==> src/sv/prim_mst_dense_macros.svh <==
// Assertion macros shared by the spanning tree RTL.
`ifndef PRIM_MST_DENSE_MACROS_SVH
`define PRIM_MST_DENSE_MACROS_SVH

`ifndef ASSERT_OFF
// Check a property on every rising clock edge outside reset.
`define PMST_ASSERT(label, clk, rst_n, prop) \
    label: assert property (@(posedge clk) disable iff (!rst_n) (prop)) \
        else $error("assertion failed");
// Check that a condition never holds outside reset.
`define PMST_ASSERT_NEVER(label, clk, rst_n, cond) \
    label: assert property (@(posedge clk) disable iff (!rst_n) !(cond)) \
        else $error("forbidden condition seen");
`else
`define PMST_ASSERT(label, clk, rst_n, prop)
`define PMST_ASSERT_NEVER(label, clk, rst_n, cond)
`endif

`endif

==> src/sv/pmst_vtx_ram.sv <==
// Per-vertex key and parent memory: one write port, one registered read port.
module pmst_vtx_ram #(
    parameter int DEPTH = 32,
    parameter int AW    = 5,
    parameter int KW    = 17
) (
    input  logic          i_clk,
    input  logic          i_we,
    input  logic          i_par_we,
    input  logic [AW-1:0] i_waddr,
    input  logic [KW-1:0] i_wkey,
    input  logic [AW-1:0] i_wpar,
    input  logic [AW-1:0] i_raddr,
    output logic [KW-1:0] o_key,
    output logic [AW-1:0] o_par
);

    logic [KW-1:0] r_key_mem [DEPTH];
    logic [AW-1:0] r_par_mem [DEPTH];
    logic [KW-1:0] r_key;
    logic [AW-1:0] r_par;

    // Write key every step, parent only on a relaxed edge
    always_ff @(posedge i_clk) begin
        if (i_we) begin
            r_key_mem[i_waddr] <= i_wkey;
        end
        if (i_we && i_par_we) begin
            r_par_mem[i_waddr] <= i_wpar;
        end
        r_key <= r_key_mem[i_raddr];
        r_par <= r_par_mem[i_raddr];
    end

    assign o_key = r_key;
    assign o_par = r_par;

endmodule

==> config.mk <==
export PLATFORM = sky130hd
export DESIGN_NAME = pmst_vtx_ram
export DESIGN_NICKNAME = d
export VERILOG_FILES = /design/src/sv/prim_mst_dense_macros.svh /design/src/sv/pmst_vtx_ram.sv
export SDC_FILE = /design/constraint.sdc
export NUM_CORES = 1
export LEC_CHECK = 0
export BUFFER_PORTS_ARGS = -buffer_cell sky130_fd_sc_hd__buf_2
export CELL_PAD_IN_SITES_DETAIL_PLACEMENT = 0
export CELL_PAD_IN_SITES_GLOBAL_PLACEMENT = 1
export CORE_MARGIN = 4
export CORE_UTILIZATION = 37
export CTS_BUF_LIST = sky130_fd_sc_hd__clkbuf_8
export DETAILED_ROUTE_END_ITERATION = 16
export PLACE_DENSITY = 0.54
export SYNTH_ARGS = -nofsm -noshare
export SYNTH_HDL_FRONTEND = slang
export SYNTH_SLANG_ARGS = --single-unit
==> constraint.sdc <==
create_clock -name i_clk -period 2.5 [get_ports i_clk]
set_input_delay 0.125 -clock i_clk [delete_from_list [all_inputs] [get_ports i_clk]]
set_output_delay 0.125 -clock i_clk [all_outputs]
set_load 0.01 [all_outputs]
==> results.sh <==
export IMPL_status="completed"
export IMPL_rr_endpoint="o_key[13]"
export IMPL_drv_cap=0
export IMPL_tns_ps=0
export IMPL_power_density_mw_per_mm2=779
export IMPL_yosys_cell_count_top_type="edfxtp_1"
export IMPL_end_kind="flip-flop"
export IMPL_gr_total_overflow=0
export IMPL_dieArea_sq_mm=0.0806
export IMPL_dr_pass1_iters=7
export IMPL_ctsHoldBuffers=25
export IMPL_slew_limit_headroom_pct=48.9
export IMPL_worstSetupPathDepth=9
export IMPL_syn_area_sq_mm=0.0282
export IMPL_synthTopCellsByCount="edfxtp_1, mux2i_1, a22oi_1"
export IMPL_num_vias=14800
export IMPL_dp_hpwl_um=42900
export IMPL_clk_latency_ps=740
export IMPL_period_share_pct=73.1
export IMPL_p_leak_nw=11.6
export IMPL_coreArea_sq_mm=0.0749
export IMPL_clock_path_buffers=3
export IMPL_synth_edf_count=704
export IMPL_synth_area_leaders="edfxtp_1, mux2i_1, a22oi_1, dfxtp_1, a22o_1"
export IMPL_cp_startpoint="i_raddr[3]"
export IMPL_cts_sinks=726
export IMPL_route_detailed_drc=0
export IMPL_yosysWarnings=0
export IMPL_cp_common_cell="buf_4"
export IMPL_drive_gt1_share_pct=18.4
export IMPL_post_cts_buffers=0
export IMPL_arrival_ps=2430
export IMPL_worstPathRequired_ps=3100
export IMPL_die_width_um=284
export IMPL_layout_setup_ws_ps=671
export IMPL_wl_per_cell_um=25.2
export IMPL_syn_to_final_growth_pct=16.0
export IMPL_fin_nets=1818
export IMPL_worstPathMaxFanout=24
export IMPL_io_pins=57
export IMPL_crit_path_max_incr_delay_ps=520
export IMPL_critPathKind="primary input to flip-flop"
export IMPL_drt_iter0_markers=1033
export IMPL_hold_class="primary input to flip-flop"
export IMPL_synth_top_area_share_pct=75.0
export IMPL_vdd_drop_max_mv=0.442
export IMPL_routed_wl_um=71900
export IMPL_crit_buf_inv=5
export IMPL_port_buffers=56
export IMPL_avgSynthCellArea_sq_um=17.7
export IMPL_ant_nets=0
export IMPL_seq_area_frac_synth_pct=76.6
export IMPL_grt_pass1_vias=15300
export IMPL_hold_viol=0
export IMPL_cp_slowest_cell="dlygate4sd3_1"
export IMPL_power_total_w=0.0255
export IMPL_cts_root_buf="clkbuf_8"
export IMPL_path_clk_slew_ps=60
export IMPL_r2r_slack_ps=800
export IMPL_finalClockSkew_ps=56.4
export IMPL_cts_tree="built"
export IMPL_cp_top_family="buffers and inverters"
export IMPL_async_reset_ff_share_pct=0
export IMPL_chipHeight_um=284
export IMPL_syn_inst=1595
export IMPL_setup_viol=0
export IMPL_drv_slew=0
export IMPL_rr_worst_depth=7
export IMPL_cts_inserted_buffers=119
export IMPL_htreeDepth=3
export IMPL_start_kind="primary input"
export IMPL_grt_max_degree=51
export IMPL_fin_crit_ps=1830
export IMPL_syn_nets=1630
export IMPL_finalWeightedCongestion=0.773
export IMPL_synthFlopType="edfxtp_1"
export IMPL_start_util_pct=37.6
export IMPL_synth_top_cell_by_area="edfxtp_1"
export IMPL_path_cells="dlygate4sd3_1 -> buf_2 -> buf_4 -> nand2b_1 -> buf_4 -> a21oi_1 -> a31oi_1 -> buf_4 -> nand3_1"
export IMPL_synth_seq_cells=726
export IMPL_place_ws_ps=399
export IMPL_whs_ps=124
export IMPL_r2r_start="r_key_mem[1][13]"
export IMPL_row_count=100
export IMPL_grt_setup_unrepaired="no"
export IMPL_fmax_mhz=547
export IMPL_antenna_found_initial=1
export IMPL_worstSetupEndpoint="o_key[13]"
export IMPL_postCtsResizedCells=0
export IMPL_grt_pass1_wl_um=105000
export IMPL_synthDistinctLibCells=27
export IMPL_track_usage_pct=17.6
export IMPL_via_per_inst=5.18
export IMPL_tightest_slew_ps=765
==> how the worst min path moves through the flow <==
| stage | depth (start not counted) | from | endpoint | slack [ps] |
|---|---|---|---|---|
| finish | 4 | i_waddr[1] | r_par_mem[27][1] | 120 |
| global route | 4 | i_waddr[1] | r_par_mem[27][1] | 100 |
| CTS | 4 | i_waddr[1] | r_par_mem[15][1] | 50 |
| detailed placement | 1 | o_par[1] | o_par[1] | 530 |
| global placement | 1 | o_par[1] | o_par[1] | 530 |
| floorplan | 0 | i_wkey[0] | r_key_mem[0][0] | 220 |
==> cell families after synthesis <==
kind of cell | count (synthesis) | share of synthesized area (%)
AOI/OAI and AO/OA | 198 | 4.98
buffers and inverters | 99 | 2.30
and+or+nand+nor | 220 | 3.63
muxes | 352 | 12.5
DFF | 726 | 76.6
==> tightest hold or removal path: stages <==
cell and delay, ps:
buf_2 120, nand4_1 60, buf_4 210, nor2_1 150
==> layout make-up <==
type / count / area, sq um
Inverter: 3 / 11.3
Multi-Input combinational cell: 770 / 6050
Clock buffer: 144 / 1980
Sequential cell: 726 / 21600
Fill cell: 6639 / 42300
Timing Repair Buffer: 163 / 1360
Tap cell: 969 / 1210
Clock inverter: 76 / 480
Antenna cell: 1 / 2.50
==> through the flow <==
stage	area (sq um)	instances	util, %
after detailed placement	30000	2606	40.0
after CTS	32700	2851	43.6
after floorplan	28200	1595	-
after global placement	30000	2606	40.0
after global routing	32700	2852	43.6
final	32700	2852	43.6
==> per-layer routing <==
layer,GRT usage [%],vias to the layer above,routed length (um)
met4,5.60,0,1830
met1,23.6,7555,31700
met3,2.98,126,3050
met2,29.5,357,35300
met5,0,-,0
li1,-,6742,-
==> placed cells by master, fill, tap and decap left out, types with 2 or more instances in the layout <==
cell type / count
clkinv_1: 18
a31oi_1: 22
nand3b_1: 5
nor3_1: 22
clkbuf_8: 144
a21oi_1: 44
or3b_2: 3
dlygate4sd3_1: 25
nand2b_1: 2
nor2_1: 33
nor2b_4: 2
nand4_1: 23
inv_12: 3
buf_2: 55
clkinv_2: 14
buf_4: 66
dfxtp_1: 22
edfxtp_1: 704
bufinv_16: 5
nor2_2: 32
nand3_1: 46
buf_12: 16
nand2_1: 48
a22o_1: 44
mux2i_1: 352
a22oi_1: 88
inv_1: 37
==> flip-flops by register name (all words and copies together), names as in the netlist <==
register and flops:
o_key 17, o_par 5, r_key_mem 544, r_par_mem 160
==> power breakdown <==
group,switching (W),internal [W]
combinational,0.000919,0.000488
clock,0.00472,0.00574
sequential,0.0000742,0.0135
No activity file was read; power rests on OpenSTA's default activity.
