### config.mk
export PLATFORM = sky130hd
export DESIGN_NAME = pmst_relax
export DESIGN_NICKNAME = d
export VERILOG_FILES = /design/src/sv/prim_mst_dense_macros.svh /design/src/sv/pmst_pkg.sv /design/src/sv/pmst_relax.sv
export SDC_FILE = /design/constraint.sdc
export NUM_CORES = 1
export LEC_CHECK = 0
export BUFFER_PORTS_ARGS = -buffer_cell sky130_fd_sc_hd__buf_2
export CAP_MARGIN = 0
export CORE_ASPECT_RATIO = 1.2
export CORE_MARGIN = 10
export CORE_UTILIZATION = 40
export DETAILED_ROUTE_END_ITERATION = 8
export GPL_TIMING_DRIVEN = 0
export HOLD_SLACK_MARGIN = 0.06
export PLACE_DENSITY = 0.62
export SETUP_SLACK_MARGIN = 0.02
export SYNTH_ARGS = -nofsm -noshare
export SYNTH_HDL_FRONTEND = slang
export SYNTH_SLANG_ARGS = --single-unit
### constraint.sdc
create_clock -name i_clk -period 10.85 [get_ports i_clk]
set_input_delay 0 -clock i_clk [delete_from_list [all_inputs] [get_ports i_clk]]
set_output_delay 0 -clock i_clk [all_outputs]
set_load 0.01 [all_outputs]
### src/sv/prim_mst_dense_macros.svh
// Assertion macros shared by the spanning tree RTL.
`ifndef PRIM_MST_DENSE_MACROS_SVH
`define PRIM_MST_DENSE_MACROS_SVH

`ifndef ASSERT_OFF
// Check a property on every rising clock edge outside reset.
`define PMST_ASSERT(label, clk, rst_n, prop) \
    label: assert property (@(posedge clk) disable iff (!rst_n) (prop)) \
        else $error("assertion failed");
// Check that a condition never holds outside reset.
`define PMST_ASSERT_NEVER(label, clk, rst_n, cond) \
    label: assert property (@(posedge clk) disable iff (!rst_n) !(cond)) \
        else $error("forbidden condition seen");
`else
`define PMST_ASSERT(label, clk, rst_n, prop)
`define PMST_ASSERT_NEVER(label, clk, rst_n, cond)
`endif

`endif

### src/sv/pmst_pkg.sv
// Types and constants for the dense-matrix spanning tree engine.
package pmst_pkg;

    localparam int ROW_W    = 5;
    localparam int COL_W    = 5;
    localparam int WEIGHT_W = 16;
    localparam int VCOUNT_W = 6;

    localparam logic ACT_LOAD = 1'b0;
    localparam logic ACT_RUN  = 1'b1;

    localparam logic [VCOUNT_W-1:0] VCOUNT_RESET = 6'd32;
    localparam int                  REG_VERTEX_COUNT = 0;

    // One input transfer
    typedef struct packed {
        logic                action;
        logic [ROW_W-1:0]    row;
        logic [COL_W-1:0]    col;
        logic [WEIGHT_W-1:0] weight;
    } t_cmd;

    // One result transfer
    typedef struct packed {
        logic [ROW_W-1:0]    child_vertex;
        logic [ROW_W-1:0]    parent_vertex;
        logic [WEIGHT_W-1:0] edge_weight;
        logic                reached;
        logic                last;
    } t_res;

    // Control from the sequencer to the relax unit
    typedef struct packed {
        logic clear;
        logic step;
        logic first;
    } t_relax_ctl;

endpackage

### src/sv/pmst_relax.sv
// Shared relax and compare unit with the running minimum tracker for the next pick.
module pmst_relax #(
    parameter int VW = 5,
    parameter int WB = 16
) (
    input  logic                   i_clk,
    input  logic                   i_rst_n,
    input  pmst_pkg::t_relax_ctl   i_ctl,
    input  logic [VW-1:0]          i_idx,
    input  logic [WB-1:0]          i_w,
    input  logic [WB:0]            i_key,
    input  logic                   i_in_tree,
    output logic [WB:0]            o_key,
    output logic                   o_upd,
    output logic [VW-1:0]          o_pick
);
    import pmst_pkg::*;

    localparam logic [WB:0] KEY_INF = {1'b1, {WB{1'b0}}};

    logic [WB:0]   old_key;
    logic [WB:0]   new_key;
    logic          upd;
    logic [WB:0]   r_best_key;
    logic [VW-1:0] r_best_idx;
    logic [VW-1:0] r_fb_idx;
    logic          r_fb_found;

    // Relax one neighbor: keys start at infinity on the first pass
    always_comb begin
        old_key = i_ctl.first ? KEY_INF : i_key;
        upd     = (i_w != '0) && !i_in_tree && ({1'b0, i_w} < old_key);
        new_key = upd ? {1'b0, i_w} : old_key;
    end

    // Track lowest key and lowest unvisited index over the scan
    always_ff @(posedge i_clk) begin
        if (!i_rst_n || i_ctl.clear) begin
            r_best_key <= KEY_INF;
            r_fb_found <= 1'b0;
        end else if (i_ctl.step && !i_in_tree) begin
            if (!r_fb_found) begin
                r_fb_found <= 1'b1;
                r_fb_idx   <= i_idx;
            end
            if (new_key < r_best_key) begin
                r_best_key <= new_key;
                r_best_idx <= i_idx;
            end
        end
    end

    assign o_key  = new_key;
    assign o_upd  = upd;
    assign o_pick = r_best_key[WB] ? r_fb_idx : r_best_idx;

endmodule

==> flow_summary.ini, run 1 <==
[power_and_ir_drop]
power_frac_comb_pct = 34.7
p_clk_share_pct = 24.0
switchingPower_w = 0.0000883
powerDensity_mw_per_mm2 = 98.6
seq_power_share_pct = 41.3
p_sw_share_pct = 32.2
irDropWorstVdd_v = 0.0000469
internal_power_w = 0.000186
p_leak_nw = 1.26

[run]
maxCapViolations = 0

[yosys]
synth.top_cells.by_area = ha_1 17%, dfxtp_1 16%, edfxtp_1 13%, mux2i_1 6.6%, inv_1 5.8%
mappedNetlistArea_mm2 = 0.00227
async_reset_ff_share_pct = 0
synth_seq_cells = 28
syn_nets = 314
synth_top_area_share_pct = 17.1
synth_edf_count = 10
yosysSeqAreaShare_pct = 29.2
synthFlopType = dfxtp_1
synthMostInstantiatedCell = inv_1
yosys_warnings = 0
yosysTopAreaCell = ha_1
synth_cell_types = 45
yosys-top-cells-count = 35 x inv_1, 31 x ha_1, 22 x a21oi_1, 18 x dfxtp_1, 18 x nand2b_1
avgSynthCellArea_um2 = 9.48
syn_inst = 239

[floorplanning]
top_level_ports = 67
initial_core_util_pct = 41.9
rows = 29
die_y_um = 102
die_w_um = 88.7
die_area_mm2 = 0.00909
design.core.area_mm2 = 0.00541

[cts]
tritoncts = built
clock_latency_ns = 0.28
htreeDepth = 1
root_buffer = clkbuf_8
cts_resized = 0
ctsHoldBuffers = 5
cts.sinks = 28
cts_setup_buffers = 0
clkTransAtPathRegs_ns = 0.10
cts_inserted_buffers = 3
cts_buffer_depth = 2

[sta]
timing.clock.skew_ns = 0.00680
rsz0062_at_grt = false
fin_crit_ns = 5.16
setup_tns_ns = 0
drv_slew = 0
worstMarginPinSlew_ns = 1.13
hold_ws_ns = 0.0718
finalSetupViolCount = 0
relSlewSlack_pct = 24.1
clock.fmax_mhz = 194
hold_viol = 0
post-route-period-util_pct = 47.6

[setup_path]
cp_max_fo = 10
worstPathRequired_ns = 10.83
worst-setup-path-type = primary input to flop
cp-startpoint = i_ctl[0]
critPathLaunchType = primary input
r2r-start = r_best_key[16]
cp_data_arrival_time_ns = 5.14
end_kind = flop

[final_layout]
area_growth_pct = 22.6
antenna_cells = 0
num-nets-final = 390
drive_gt1_share_pct = 31.2

[global_route]
grt_max_degree = 16
first_global_vias = 2081
grt_overflow = 0
antenna_found_initial = 0
grt_pass1_wl_mm = 9.54
grt_usage_pct = 13.1

[drt]
via_per_inst = 5.32
drc = 0
ant_nets = 0
num_vias = 2000
first_iter_violations = 92
post_drt_wl_per_cell_um = 15.7
firstDrtPassIters = 4
routed_wirelength_mm = 5.91

[status]
status = finished clean

[place]
gp_congestion = 0.832
dp_hpwl_mm = 4.95
io_buffers = 66

[min_path]
min_path_type = primary input to flop
holdCritStartpoint = i_ctl[1]
metrics by stage:
stage / area, um^2 / instances / utilization (%) / power [W] / worst slack (ns)
after floorplan: 2270 / 239 / - / 0.000178 / 6.27
after global placement: 2670 / 367 / 49.5 / 0.000209 / 5.36
after detailed placement: 2670 / 367 / 49.5 / 0.000210 / 5.36
after CTS: 2780 / 376 / 51.4 / 0.000277 / 5.63
after global routing: 2780 / 376 / 51.4 / 0.000292 / 5.26
final: 2780 / 376 / 51.4 / 0.000274 / 5.69
final timing paths:
kind,cells after the start,end,slack [ns]
max,21,r_best_idx[4],5.69
min,3,r_fb_found,0.07
max reg2reg,11,r_best_idx[4],7.53
min reg2reg,2,r_fb_found,0.45
registers in the layout, summed over array words and instances (netlist names):
signal and flops:
r_fb_idx 5, r_best_idx 5, r_fb_found 1, r_best_key 17
power by group through the flow:
stage / Combinational, W / Clock, W / Sequential, W
after floorplan: 0.0000624 / 0 / 0.000115
after global placement: 0.0000937 / 0 / 0.000116
after detailed placement: 0.0000944 / 0 / 0.000116
after CTS: 0.0000964 / 0.0000669 / 0.000113
after global routing: 0.000107 / 0.0000707 / 0.000114
final: 0.0000951 / 0.0000657 / 0.000113
cell usage in the layout (no fill, tap or decap), drive strengths merged, types with 3 or more instances in the layout:
master	n
nand4	5
ha	31
o211ai	4
edfxtp	10
dfxtp	18
buf	71
o21ai	5
inv	36
nand2b	18
dlygate4sd3	5
mux2	5
clkbuf	9
o31ai	3
nor2	6
mux2i	15
nand2	5
a21oi	23
a211oi	17
and3	3
nor4	6
per-layer routing:
metal,global-route usage (%),up-vias,part of all wire (%)
met5,0,-,0
met4,5.60,0,2.1
met3,3.34,8,6.1
met2,21.9,66,46
met1,15.5,902,46
li1,-,1024,-
critical path: stages:
cell and delay (ns):
buf_2 0.11, buf_4 0.16, clkbuf_1 0.20, nand2b_1 0.21, ha_1 0.27, nor3b_2 0.17
and3_2 0.24, o2111ai_2 0.16, o211ai_4 0.39, buf_2 0.38, mux2i_1 0.43, ha_1 0.23
o211ai_1 0.10, a22oi_1 0.17, nand2_1 0.11, o31a_1 0.13, o31ai_1 0.95, and2_1 0.26
buf_6 0.14, buf_6 0.17, nor2_1 0.13
cells by family (layout without fill, tap and decap cells):
group           count (synthesis)  after routing  share of synthesized area (%)
fa+ha+maj                      31             31                           17.1
buf+inv                        46            121                           8.95
mux                            20             20                           9.11
flops                          28             28                           29.2
compound gates                 64             64                           22.6
simple gates                   50             50                           13.1
cell type report:
| cell class | instances | area, um^2 |
|---|---|---|
| Inverter | 36 | 138 |
| Sequential cell | 28 | 661 |
| Tap cell | 62 | 77.6 |
| Fill cell | 523 | 2630 |
| Timing Repair Buffer | 71 | 380 |
| Clock buffer | 4 | 55.1 |
| Multi-Input combinational cell | 165 | 1400 |
| Buffer | 10 | 65.1 |
Note: power is estimated with default switching activity, not from simulation.
==> run 2, diff against run 1 <==
PLACE_DENSITY = 0.65   (was 0.62)
clock period = 4.5 ns   (was 10.85 ns; I/O delays follow)
==> flow_summary.ini, run 2 (synthesis results as in run 1) <==
[status]
status = finished clean

[global_route]
grt_max_degree = 16
grt_pass1_wl_mm = 9.82
first_global_vias = 2144
grt_usage_pct = 13.2
grt_overflow = 0
antenna_found_initial = 0

[run]
maxCapViolations = 0

[drt]
drc = 0
post_drt_wl_per_cell_um = 15.9
via_per_inst = 5.27
firstDrtPassIters = 4
ant_nets = 0
num_vias = 1997
routed_wirelength_mm = 6.02
first_iter_violations = 100

[place]
gp_congestion = 0.843
dp_hpwl_mm = 4.97
io_buffers = 66
placed_area_mm2 = 0.00268

[final_layout]
final_common_cell = buf_2
num-nets-final = 393
final_area_mm2 = 0.00286
most-common-layout-cells = 66 x buf_2, 35 x inv_1, 31 x ha_1
area_growth_pct = 26.0
antenna_cells = 0
regArea_um2 = 661
fillCellCount = 500
drive_gt1_share_pct = 34.4
largest_registers = r_best_key (17), r_best_idx (5), r_fb_idx (5)
multi_input_area_mm2 = 0.00145
regMostFlops = r_best_key
largest_reg_flops = 17

[sta]
timing.clock.skew_ns = 0.00650
fin_crit_ns = 4.28
relSlewSlack_pct = 51.4
post-route-period-util_pct = 95.0
finalSetupViolCount = 0
worstMarginPinSlew_ns = 0.724
clock.fmax_mhz = 234
hold_viol = 0
drv_slew = 0

[power_and_ir_drop]
irDropWorstVdd_v = 0.000127
p_sw_share_pct = 32.5
power_frac_comb_pct = 36.5
total_power_w = 0.000674
powerDensity_mw_per_mm2 = 236
switchingPower_w = 0.000219
p_clk_share_pct = 23.0
p_leak_nw = 1.28
internal_power_w = 0.000455
seq_power_share_pct = 40.5

[setup_path]
critPathLaunchType = primary input
worstPathRequired_ns = 4.47
cp-startpoint = i_ctl[0]
cp_max_fo = 10
worst-setup-path-type = primary input to flop
r2r_slack_ns = 1.51
end_kind = flop
r2r-start = r_best_key[16]
cp_data_arrival_time_ns = 4.25

[cts]
tritoncts = built
root_buffer = clkbuf_8
htreeDepth = 1
cts.sinks = 28
cts_inserted_buffers = 3
cts_buffer_depth = 2
clkTransAtPathRegs_ns = 0.10
clock_latency_ns = 0.27

[floorplanning]
die_w_um = 88.7
initial_core_util_pct = 41.9
design.core.area_mm2 = 0.00541
rows = 29
die_y_um = 102
die_area_mm2 = 0.00909
top_level_ports = 67

[min_path]
holdCritStartpoint = i_ctl[1]
min_path_type = primary input to flop
-- run 2: cell types whose count changed in the layout (fill, tap and decap cells not counted), sizes merged --
cell,change
buf,+3
-- run 2: final timing paths --
kind	depth (start not counted)	end
setup / recovery	21	r_best_idx[1]
hold / removal	3	r_fb_found
setup reg to reg	11	r_best_idx[1]
hold reg to reg	2	r_fb_found
-- run 2: timing repair --
| item | in CTS | in global routing |
|---|---|---|
| hold buffers | 5 | 0 |
| endpoints found under the hold margin | 10 | 0 |
| resized for setup | 7 | 4 |
| buffers inserted | 1 | 2 |
| setup endpoints to repair | 22 | 13 |
| pin swaps | 1 | 2 |
-- run 2: final cells by class --
type | instances | area share [%]
Sequential cell | 28 | 23.1
Inverter | 36 | 4.82
Clock buffer | 4 | 1.93
Buffer | 10 | 2.45
Multi-Input combinational cell | 165 | 50.8
Timing Repair Buffer | 74 | 14.1
Tap cell | 62 | 2.72
-- run 2: through the flow --
step	hold WS [ns]	std cells	setup TNS [ns]	setup WS (ns)	util, %
final	0.101	379	0	0.224	52.8
after global routing	0.109	379	-0.0995	-0.0223	52.8
after CTS	0.0906	377	0	0.0608	52.3
after detailed placement	0.196	367	-16.82	-0.969	49.6
after global placement	0.194	367	-15.29	-0.896	49.6
after floorplan	0.0989	239	0	0.0629	-
-- run 2: worst max-delay path, stage by stage --
cell and delay [ns]:
buf_2 0.11, buf_4 0.17, clkbuf_2 0.18, nand2b_1 0.19
ha_1 0.29, and3_1 0.21, a221o_1 0.38, a21oi_2 0.23
o211ai_4 0.10, buf_4 0.21, mux2i_2 0.23, ha_1 0.29
a211oi_1 0.21, o21ai_0 0.16, a41oi_2 0.21, and3_1 0.23
o311ai_4 0.17, and2_1 0.22, buf_6 0.14, buf_6 0.16
nor2_4 0.16
-- run 2: power groups by stage --
stage	registers, W	logic, W	clock network (W)
final	0.000273	0.000246	0.000155
after global routing	0.000274	0.000275	0.000165
after CTS	0.000273	0.000242	0.000158
after detailed placement	0.000279	0.000231	0
after global placement	0.000279	0.000226	0
after floorplan	0.000278	0.000152	0
-- run 2: routing by layer --
layer / GRT usage (%) / vias up / routed length [um]
met1: 16.6 / 908 / 2850
met3: 1.99 / 4 / 308
met5: 0 / - / 0
li1: - / 1030 / -
met4: 4.23 / 0 / 87
met2: 22.5 / 55 / 2780
